$ cat src/hact_ram.sv
// ----------------------------------------------------------------------------
// hact_ram
// Generic simple dual-port RAM: one write port, one read port, registered
// read data.
// ----------------------------------------------------------------------------
module hact_ram #(
	parameter int unsigned WIDTH = 8,
	parameter int unsigned DEPTH = 16
) (
	input  logic                     clk,
	input  logic                     we,
	input  logic [$clog2(DEPTH)-1:0] waddr,
	input  logic [WIDTH-1:0]         wdata,
	input  logic [$clog2(DEPTH)-1:0] raddr,
	output logic [WIDTH-1:0]         rdata
);

	logic [WIDTH-1:0] mem_q [DEPTH];

	// Write and registered read
	always_ff @(posedge clk) begin
		if (we) begin
			mem_q[waddr] <= wdata;
		end
		rdata <= mem_q[raddr];
	end

endmodule

$ cat config.mk
export PLATFORM = sky130hd
export DESIGN_NAME = hact_ram
export DESIGN_NICKNAME = d
export VERILOG_FILES = /design/src/hact_ram.sv
export SDC_FILE = /design/constraint.sdc
export NUM_CORES = 1
export LEC_CHECK = 0
export ABC_AREA = 1
export BUFFER_PORTS_ARGS = -buffer_cell sky130_fd_sc_hd__buf_2
export CELL_PAD_IN_SITES_DETAIL_PLACEMENT = 1
export CELL_PAD_IN_SITES_GLOBAL_PLACEMENT = 1
export CORE_UTILIZATION = 40
export DETAILED_ROUTE_END_ITERATION = 8
export PLACE_DENSITY = 0.74
export SYNTH_ARGS = -nofsm -noshare
export SYNTH_HDL_FRONTEND = slang
export SYNTH_SLANG_ARGS = --single-unit
export TNS_END_PERCENT = 30
$ cat constraint.sdc
create_clock -name clk -period 0.95 [get_ports clk]
set_input_delay 0 -clock clk [delete_from_list [all_inputs] [get_ports clk]]
set_output_delay 0 -clock clk [all_outputs]
set_load 0.005 [all_outputs]
After elaboration in Yosys (flattened, before gate mapping)

Memories as Yosys holds them, arrays and structs flattened. A register that Yosys moved wholly into a read port is not among the register bits.
Cells that the tools add are included.
W data, S select, Z words.

Bits in registers: 0
RAM bits: 128
Memories: 1

Memory list:

| name  | depth | width | rd ports | clocked after Yosys merged registers in | wr ports | line | text |
|---|---|---|---|---|---|---|---|
| mem_q | 16    | 8     | 1        | 1                                       | 1        | 18   | `logic [WIDTH-1:0] mem_q [DEPTH];` |

Mux-type cells: 2

Operators by type and width:

| operator | count |
|---|---|
| $mux W1  | 2 |

Longest topological paths before layout

Word-level depth: 2
Depth in mapped cells: 8
Mapped depth without buffers: 7

Worst setup path before layout

Ideal clock, no wire load.

Path type: input port to flip-flop
From: in waddr[3]
To: mem mem_q[4][0] (enable)
Library setup time: 0.370 ns
Data arrival time: 0.581 ns
Setup slack: -0.001 ns
Stages: 2
Path through: nand3b_1 > nor2_1

RTL lines:

| item            | line | text |
|---|---|---|
| start, declared | 12   | `input logic [$clog2(DEPTH)-1:0] waddr,` |
| end, declared   | 18   |  |

No word-level cell before the write port.

==> results.yml <==
clock_tree:
  cts_buffers: 17
  path_clk_slew_ns: 0.06
  cts_tree: "done"
  cts.sinks: 136
  cts_setup_buffers: 0
  worstSkewPairLatency_ns: 0.42
  clockRootBuffer: "clkbuf_16"
  h-tree-depth: 4
  clockBufferDepth: 2
job:
  drv_cap: 0
worst_setup_path:
  worstPathCellList: "inv_1, nand2_1, nand3_2, nand3_2, nand3_2, nand2_2"
  cp-start-kind: "flip-flop"
  cp-end-kind: "flip-flop"
  crit_path_frequent_cell: "nand3_2"
  crit_buf_inv: 1
  timing_worst_setup_path_type: "flip-flop to flip-flop"
  worstPathRequired_ns: 1.26
  critPathMaxFanout: 1
  path_delay_family: "simple AND/OR/NAND/NOR gates"
  worstPathArrival_ns: 1.27
  crit_path_top_delay_cell: "edfxtp_1"
  slowest_delay_ns: 0.36
placed_design:
  portBuffers: 25
  hpwl_um: 9430
  detailedPlace.worstSlack_ns: -0.186
  routabilityCongestion: 0.780
sta:
  fin_crit_ns: 0.962
  holdWs_ns: 0.0158
  timing.slew.headroom: 0.695
  setup_ws_ns: -0.0118
  clock_skew_ns: 0.00817
  rsz0062_at_grt: "yes"
  post-route-period-util: 1.01
  setup_tns_ns: -0.0448
  tightest_slew_ns: 0.457
  final_hold_viol_count: 0
  drv_slew: 0
  setup_viol: 5
  fmaxAchievable_mhz: 1040
routing:
  avgViaCountPerCell: 5.01
  drt-total-wl_um: 15500
  vias: 3976
  firstDrtPassIters: 5
  drt_drc_violations_left: 0
  drtIter0Drc: 238
  wl_per_cell_um: 19.5
  detail-route-antenna-nets: 0
global_route:
  grt_usage: 0.230
  grt_pass1_vias: 4329
  grt_max_degree: 65
  grt_overflow: 0
  grt_pass1_wl_um: 24300
  antenna_found_initial: 0
synth:
  ys_ff_latch: 136
  yosys.area.top_type: "edfxtp_1"
  synth_compound_area_frac: 0
  synth_area_per_cell_um2: 10.5
  syn_nets: 569
  yosys.area_share.adder: 0
  synth-simple-area-share: 0.210
  synthMuxAreaShare: 0
  syn_area_mm2: 0.00577
  synth_top_family_by_area: "simple AND/OR/NAND/NOR gates"
  synthCells: 551
  netlist_top_cells_area: "edfxtp_1 (67%), nand2_1 (11%), nand3_1 (8.4%)"
  yosysTopAreaCellShare: 0.667
  yosys_warnings: 0
  synth_xor_area_frac: 0
  ys_types: 12
  seq_area_frac_synth: 0.694
floorplan:
  die-area_mm2: 0.0149
  ios: 26
  die_y_um: 122
  die_x_um: 122
  core-area_mm2: 0.0140
  initial_core_util: 0.412
  num_rows: 43
cells_and_area:
  layout_common_cells: "nand2_1 (168), edfxtp_1 (128), inv_1 (100), nand3_2 (51), nand3_1 (46)"
  nets: 618
  drive_gt1_frac: 0.225
  final_common_cell: "nand2_1"
  diodes: 0
  area_growth_pct: 22.5
min_path:
  hold_path.class: "primary input to flip-flop"
power:
  power.density_mw_per_mm2: 1970
  ir_drop_uv: 1060
  leakagePower_nw: 3.06
outcome:
  status: "complete, but fails checks"
  violations: "negative setup slack"
sequential cells by signal, summed over array words and instances (netlist names):
| register | count |
|---|---|
| mem_q | 128 |
| rdata | 8 |
path summary, 6_finish.rpt:
path                             startpoint          end  slack [ns]  cells after the start
worst max register to register  mem_q[1][2]     rdata[2]       -0.01                      6
worst min-delay path               wdata[1]  mem_q[4][1]        0.02                      1
worst min register to register  mem_q[2][4]     rdata[4]        0.68                      6
worst max-delay path            mem_q[1][2]     rdata[2]       -0.01                      6
cells in the mapped netlist, drive strengths merged:
library cell and number:
nand3b 2, nand2 173, nor2 17, edfxtp 128, nand3 97, inv 102, dfxtp 8, buf 24
layer usage:
layer	track usage	wire length, um	part of all wire	vias up
li1	-	-	-	1873
met5	0	0	0	-
met2	0.388	7920	0.51	79
met3	0.0440	509	0.033	23
met4	0.0960	304	0.020	0
met1	0.289	6740	0.44	2001
cell families after synthesis:
group,Yosys count
buffers and inverters,126
flip-flops,136
AND/OR/NAND/NOR,289
layout make-up:
class                   instances  area, um^2
clock buffers                  28         497
well taps                     180         225
flip-flops and latches        136        4010
multi-input cells             289        1480
fillers                      1531        6930
clock inverters                 4        45.0
inverters                     102         383
repair buffers                 54         423
power breakdown:
part | internal (mW) | switching (mW) | total (mW)
Sequential | 6.72 | 0.0571 | 6.77
Combinational | 0.325 | 0.680 | 1.01
Clock | 3.79 | 2.31 | 6.11
Total | 10.8 | 3.05 | 13.9
what timing repair did:
action                     in CTS  in global routing
pin swaps                       5                 13
gates resized for setup        31                 29
cloned                          0                  0
hold buffers                    2                  0
hold endpoints to repair       20                  0
setup endpoints to repair      12                  9
stage by stage:
| step | instance area (um^2) | util | power, mW | instances |
|---|---|---|---|---|
| global route | 7060 | 0.505 | 14.4 | 793 |
| global placement | 6230 | 0.445 | 7.75 | 759 |
| detailed placement | 6230 | 0.445 | 7.79 | 759 |
| floorplan | 5770 | - | 7.34 | 551 |
| CTS | 6930 | 0.496 | 14.0 | 793 |
| finish | 7060 | 0.505 | 13.9 | 793 |
(Power assumes the default switching activity.)
