### src/hact_pkg.sv
// ----------------------------------------------------------------------------
// hact_pkg
// Shared types, constants and hash coefficients of the allocation counter
// table.
// ----------------------------------------------------------------------------
package hact_pkg;

	localparam int unsigned DEFAULT_TABLE_DEPTH = 1024;

	localparam logic [31:0] HASH_K0 = 32'h9e3779b1;
	localparam logic [31:0] HASH_K1 = 32'h85ebca6b;
	localparam logic [31:0] HASH_K2 = 32'hc2b2ae35;
	localparam logic [31:0] HASH_K3 = 32'h27d4eb2f;

	localparam logic [31:0] SPILL_SITE = 32'hffff_fffe;

	localparam logic ACT_COUNT = 1'b0;
	localparam logic ACT_READ  = 1'b1;

	// One table slot as held in memory.
	typedef struct packed {
		logic        used;
		logic [55:0] key;
		logic [63:0] events;
		logic [63:0] requested;
		logic [63:0] charged;
	} slot_entry_t;

	typedef enum logic [2:0] {
		ST_CLEAR,
		ST_IDLE,
		ST_HASH,
		ST_PROBE_RD,
		ST_PROBE_CHK,
		ST_READ_RD,
		ST_READ_OUT
	} hact_state_t;

	// Hash unit handshake toward the sequencer.
	typedef struct packed {
		logic        done;
		logic [31:0] value;
	} hash_status_t;

endpackage

### src/hact_hash.sv
// ----------------------------------------------------------------------------
// hact_hash
// Key hash on one shared 32x32 multiplier: four products xored together,
// then folded with its upper half.
// ----------------------------------------------------------------------------
module hact_hash
	import hact_pkg::*;
(
	input  logic         clk,
	input  logic         arst_n,
	input  logic         start,
	input  logic [31:0]  site,
	input  logic [7:0]   storage,
	input  logic [7:0]   family,
	input  logic [7:0]   object,
	output hash_status_t status
);

	logic [2:0]  step_q;
	logic        run_q;
	logic [31:0] prod_s1;
	logic [31:0] acc_q;
	logic [31:0] op_a;
	logic [31:0] op_k;
	logic [63:0] prod_full;

	// Select operand and coefficient for this step
	always_comb begin
		unique case (step_q[1:0])
			2'd0: begin op_a = site;             op_k = HASH_K0; end
			2'd1: begin op_a = {24'd0, storage}; op_k = HASH_K1; end
			2'd2: begin op_a = {24'd0, family};  op_k = HASH_K2; end
			default: begin op_a = {24'd0, object}; op_k = HASH_K3; end
		endcase
		prod_full = op_a * op_k;
	end

	// Advance the step counter
	always_ff @(posedge clk or negedge arst_n) begin
		if (!arst_n) begin
			step_q <= 3'd0;
			run_q  <= 1'b0;
		end else if (start) begin
			step_q <= 3'd0;
			run_q  <= 1'b1;
		end else if (run_q) begin
			if (step_q == 3'd5) begin
				run_q <= 1'b0;
			end
			step_q <= step_q + 3'd1;
		end
	end

	// Multiply, then fold the product into the accumulator
	always_ff @(posedge clk) begin
		if (start) begin
			acc_q <= 32'd0;
		end else if (run_q) begin
			if (step_q < 3'd4) begin
				prod_s1 <= prod_full[31:0];
			end
			if (step_q >= 3'd1 && step_q <= 3'd4) begin
				acc_q <= acc_q ^ prod_s1;
			end
		end
	end

	assign status.done  = run_q && (step_q == 3'd5);
	assign status.value = acc_q ^ {16'd0, acc_q[31:16]};

endmodule

### config.mk
export PLATFORM = sky130hd
export DESIGN_NAME = hact_hash
export DESIGN_NICKNAME = d
export VERILOG_FILES = /design/src/hact_pkg.sv /design/src/hact_hash.sv
export SDC_FILE = /design/constraint.sdc
export NUM_CORES = 1
export LEC_CHECK = 0
export BUFFER_PORTS_ARGS = -buffer_cell sky130_fd_sc_hd__buf_2
export CAP_MARGIN = 20
export CORE_ASPECT_RATIO = 0.9
export CORE_MARGIN = 2
export CORE_UTILIZATION = 55
export CTS_BUF_LIST = sky130_fd_sc_hd__clkbuf_8
export DETAILED_ROUTE_END_ITERATION = 8
export GPL_TIMING_DRIVEN = 0
export PLACE_DENSITY = 0.73
export SETUP_SLACK_MARGIN = 0.02
export SYNTH_ARGS = -nofsm -noshare
export SYNTH_HDL_FRONTEND = slang
export SYNTH_SLANG_ARGS = --single-unit
### constraint.sdc
create_clock -name clk -period 17.6 [get_ports clk]
set_input_delay 0.88 -clock clk [delete_from_list [all_inputs] [get_ports clk]]
set_output_delay 0.88 -clock clk [all_outputs]
set_load 0.01 [all_outputs]
Word-level counts from Yosys, hierarchy flattened --
Index checks and enable logic that the tools add are counted.
Cells by class: add/subtract/negate cells 1, multipliers 1, order comparisons 3, equality and inequality tests 3, mux-type cells 7, bitwise operators 3, reductions and logical operators 6
Operators by type and width (count):
- 32-bit one-hot mux with 3 select lines | 2
- 32-bit by 32-bit multiplier with 32-bit output | 1
- 32-bit by 16-bit XOR with 32-bit output | 1
- 32-bit XOR | 1
- 3-bit two-way mux | 2
- 3-bit by 1-bit adder with 3-bit output (second input constant) | 1
- 3-bit == test (second input constant) | 1
- 3-bit by 1-bit greater-or-equal comparator with 1-bit output (second input constant) | 1
- 3-bit less-or-equal comparator (second input constant) | 1
- 3-bit < comparator (second input constant) | 1
- 1-bit two-way mux | 3
- 3-bit AND reduction | 1
- 2-bit by 1-bit == test with 1-bit output (second input constant) | 1
- 2-bit == test (second input constant) | 1
- 1-bit logical AND | 2
- 2-bit logical NOT | 1
- 2-bit AND reduction | 1
- 2-bit nonzero test | 1
- 1-bit NOT | 1
Storage, ports and cells: register bits 68, output and inout port bits 33, word-level logic and storage cells 28

Logic depth before layout (Yosys ltp) --
word-level depth 4, depth in mapped cells 35, mapped depth without buffers 34

Worst setup path after synthesis --
OpenSTA, ideal clock, no wires.
kind register -> register, from register step_q[0], to register prod_s1[29], data pin, setup time 0.259 ns, data arrival time 8.003 ns, required time 17.341 ns, slack 9.338 ns, cell stages (with the launch flop) 33, buffers on the path 6, period minus slack after synthesis 8.262 ns, cells stage by stage dfrtp_1 -> inv_1 -> ha_1 -> buf_6 -> buf_2 -> buf_2 -> clkbuf_1 -> buf_1 -> nand2_1 -> fa_1 -> inv_1 -> fa_1 -> fa_1 -> inv_1 -> fa_1 -> inv_1 -> fa_1 -> inv_1 -> fa_1 -> inv_1 -> fa_1 -> fa_1 -> ha_1 -> clkbuf_1 -> a21oi_1 -> o21ai_0 -> a2111oi_0 -> o31ai_1 -> o21ai_1 -> o31ai_1 -> a41oi_1 -> nor2b_1 -> xnor2_1
Between the ends: cells in the longest elaborated chain, start to end 3, elaborated cells between the ends (all ways) 6, classes of those cells 1 x mul; 2 x eq/ne; 2 x mux; 1 x reduce/logical
Ends and longest elaborated chain:
- start: declaration | RTL line hact_hash.sv:19 | logic [2:0] step_q;
- start signal: assignment | RTL line hact_hash.sv:50 | step_q <= step_q + 3'd1;
- 2-bit == test (tied with other cells) | RTL line hact_hash.sv:29 | unique case (step_q[1:0])
- 32-bit one-hot mux with 3 select lines | RTL line hact_hash.sv:29
- 32-bit by 32-bit multiplier with 32-bit output (*) | RTL line hact_hash.sv:35 | prod_full = op_a * op_k;
- named net prod_full[29] | RTL line hact_hash.sv:25 | logic [63:0] prod_full;
- end signal: assignment | RTL line hact_hash.sv:60 | prod_s1 <= prod_full[31:0];
- end: declaration | RTL line hact_hash.sv:21 | logic [31:0] prod_s1;
Mark *: on every way through the listed nets, which the timed path passes. The rest lies on a longest branch. A chain may end at the register's enable or synchronous reset.

Worst setup path in the final report --
from register step_q[0], to register prod_s1[31], data pin
Same word-level chain as after synthesis.

==> results.cfg <==
[worst_setup_path]
cp_slowest_cell = fa_1
path_max_fanout = 10
critPathLaunchType = flip-flop
crit_path_frequent_cell = fa_1
crit_family = adder cells
r2r-start = step_q[0]
critPathMaxStageDelay_ns = 0.64
startpoint = step_q[0]
crit_path_end_kind = flip-flop
crit_type = flip-flop to flip-flop
required_ns = 17.70
critPathBufInv = 12
worst-endpoint-arrival_ns = 10.24

[timing]
setup_violations = 0
rsz0062_at_grt = false
tightest_slew_ns = 0.932
skew_ns = 0.00864
timing.final.crit_share_pct = 57.6
tns_ns = 0
slew_viol_final = 0
fmaxAchievable_ghz = 0.0986
hold_viol_final = 0
slew_headroom_pct = 37.5
period_minus_slack_ns = 10.14

[floorplan]
core_sq_mm = 0.0310
die-area_sq_mm = 0.0329
rows = 61
die_w_um = 191
start_util_pct = 55.9
num_io_pins = 92
die_y_um = 172

[clock_tree]
clockRootBuffer = clkbuf_8
cts_sinks = 68
htreeDepth = 3
clock_latency_ns = 0.38
cts_tree = yes
cts_buffer_depth = 2
postCtsResizedCells = 0
cts_setup_buffers = 0
cts_hold_buf = 0
numCtsBuffers = 9
clk_pin_slew_worst_paths_ns = 0.08

[drt]
routed_wl_um = 51100
viasPerCell = 5.46
ant_nets = 0
via_count = 12700
drc = 0
dr.first_iter.drc_count = 1098
firstDrtPassIters = 6
wl_per_cell_um = 22.0

[place]
dp_hpwl_um = 46200
portBuffers = 90
gp_congestion = 1.06

[finish]
nets = 2503
fill_cells = 2723
area_growth_pct = 6.90
diodes = 0
multi_input_area_sq_mm = 0.0134
drive_gt1_share_pct = 8.11
seq_area_sq_mm = 0.00170

[synth]
synth.area.top_cells = fa_1, inv_1, ha_1, edfxtp_1, dfxtp_1
syn_avg_cell_area_sq_um = 9.61
synth_area_leader_cell = fa_1
ys_seq_elements = 68
synth-async-reset-ratio_pct = 5.88
yosysMostFrequentCell = inv_1
syn_inst = 1804
synth_common_cells = inv_1, fa_1, nand2_1, ha_1, nor2_1
netlist.area_leader.share_pct = 46.1
syn-num-nets = 2400
yosys_warnings = 0
synth_cell_types = 63
synth_edf_count = 32
netlist_area_sq_mm = 0.0173
ys_seq_area_share_pct = 9.82
synth_ff_type = edfxtp_1

[global_route]
globalRouteOverflowTotal = 0
grt_pass1_vias = 12900
grt_pass1_wl_um = 77300
grt_max_degree = 15
antenna_found_initial = 1
grt_util_all_layers_pct = 32.8

[min_path]
hold_class = input port to asynchronous set/reset pin

[outcome]
status = finished, final reports clean

[run]
max-cap-violations = 0
-- flip-flops by register name, summed over array words and instances, names as in the netlist --
register and cells:
acc_q 32, prod_s1 32, run_q 1, step_q 3
-- worst register-to-register path, delay by kind of cell, from the launching register on --
kind	cells	cell delay, ns
fa+ha+maj	10	4.59
compound gates	8	1.77
buf+inv	12	2.45
flops	1	0.44
simple gates	1	0.42
xor+xnor	1	0.17
-- per-stage QoR --
stage               hold slack [ns]  area, sq um  setup WS (ns)  util [%]  instances
CTS                           0.277        18500           7.66      59.8       2321
floorplan                     0.498        17300           9.34         -       1804
detailed placement            0.521        18300           7.66      59.1       2305
finish                        0.300        18500           7.46      59.8       2321
global route                  0.288        18500           7.05      59.8       2321
global placement              0.516        18300           7.35      59.0       2303
-- cell families after synthesis --
group                      count (synthesis)  share of synthesized area (%)
AOI/OAI and AO/OA                        120                           4.55
xor gates and xnor gates                 131                           6.95
adders and majority gates                537                           56.1
buffers and inverters                    569                           12.9
DFF                                       68                           9.82
muxes                                      7                          0.513
and+or+nand+nor                          372                           9.25
-- metal layers --
metal  track usage (%)  vias to the layer above  wire length, um
met3              4.65                      115             4270
met2              52.8                      634            23900
met1              45.6                     6451            20700
met4              12.2                        0             2200
li1                  -                     5484                -
met5                 0                        -                0
-- path summary, 6_finish.rpt --
path | to | cells after the start | slack [ns]
max in group asynchronous | step_q[0] | 1 | 17.18
min in group clk | acc_q[0] | 2 | 0.54
worst min register to register | acc_q[0] | 2 | 0.54
worst max register to register | prod_s1[31] | 32 | 7.46
worst max-delay path | prod_s1[31] | 32 | 7.46
worst min-delay path | run_q | 1 | 0.30
-- layout make-up --
| type | instances | area share [%] |
|---|---|---|
| repair buffers | 92 | 2.55 |
| clock inverters | 7 | 0.446 |
| inverters | 507 | 10.3 |
| multi-input cells | 1167 | 72.4 |
| well taps | 409 | 2.76 |
| clock buffers | 9 | 0.669 |
| flip-flops and latches | 68 | 9.18 |
| plain buffers | 62 | 1.75 |
-- placed cells by master (no fill, tap or decap), types with 4 or more instances in the layout --
cell type | netlist | final
a21o_1 | 20 | 20
nor2_1 | 131 | 131
buf_1 | 8 | 8
o211ai_1 | 4 | 4
a21oi_1 | 31 | 31
xor2_1 | 59 | 59
o21ai_0 | 26 | 25
xnor2_2 | 4 | 4
and3_1 | 8 | 8
nand2b_1 | 21 | 21
nand2_1 | 151 | 151
dfrtp_1 | 4 | 4
buf_6 | 3 | 5
clkbuf_8 | 0 | 9
buf_4 | 17 | 17
nand3_1 | 23 | 23
edfxtp_1 | 32 | 32
xnor2_1 | 66 | 66
or2_2 | 6 | 6
fa_1 | 399 | 399
o21ai_1 | 3 | 4
inv_1 | 504 | 504
dfxtp_1 | 32 | 32
buf_2 | 4 | 94
a222oi_1 | 7 | 7
and2_1 | 15 | 15
clkbuf_1 | 30 | 30
ha_1 | 138 | 138
Power is left out: the tool's default activity adds up to more than one toggle a clock period on the data nets, which glitch-free logic cannot reach.
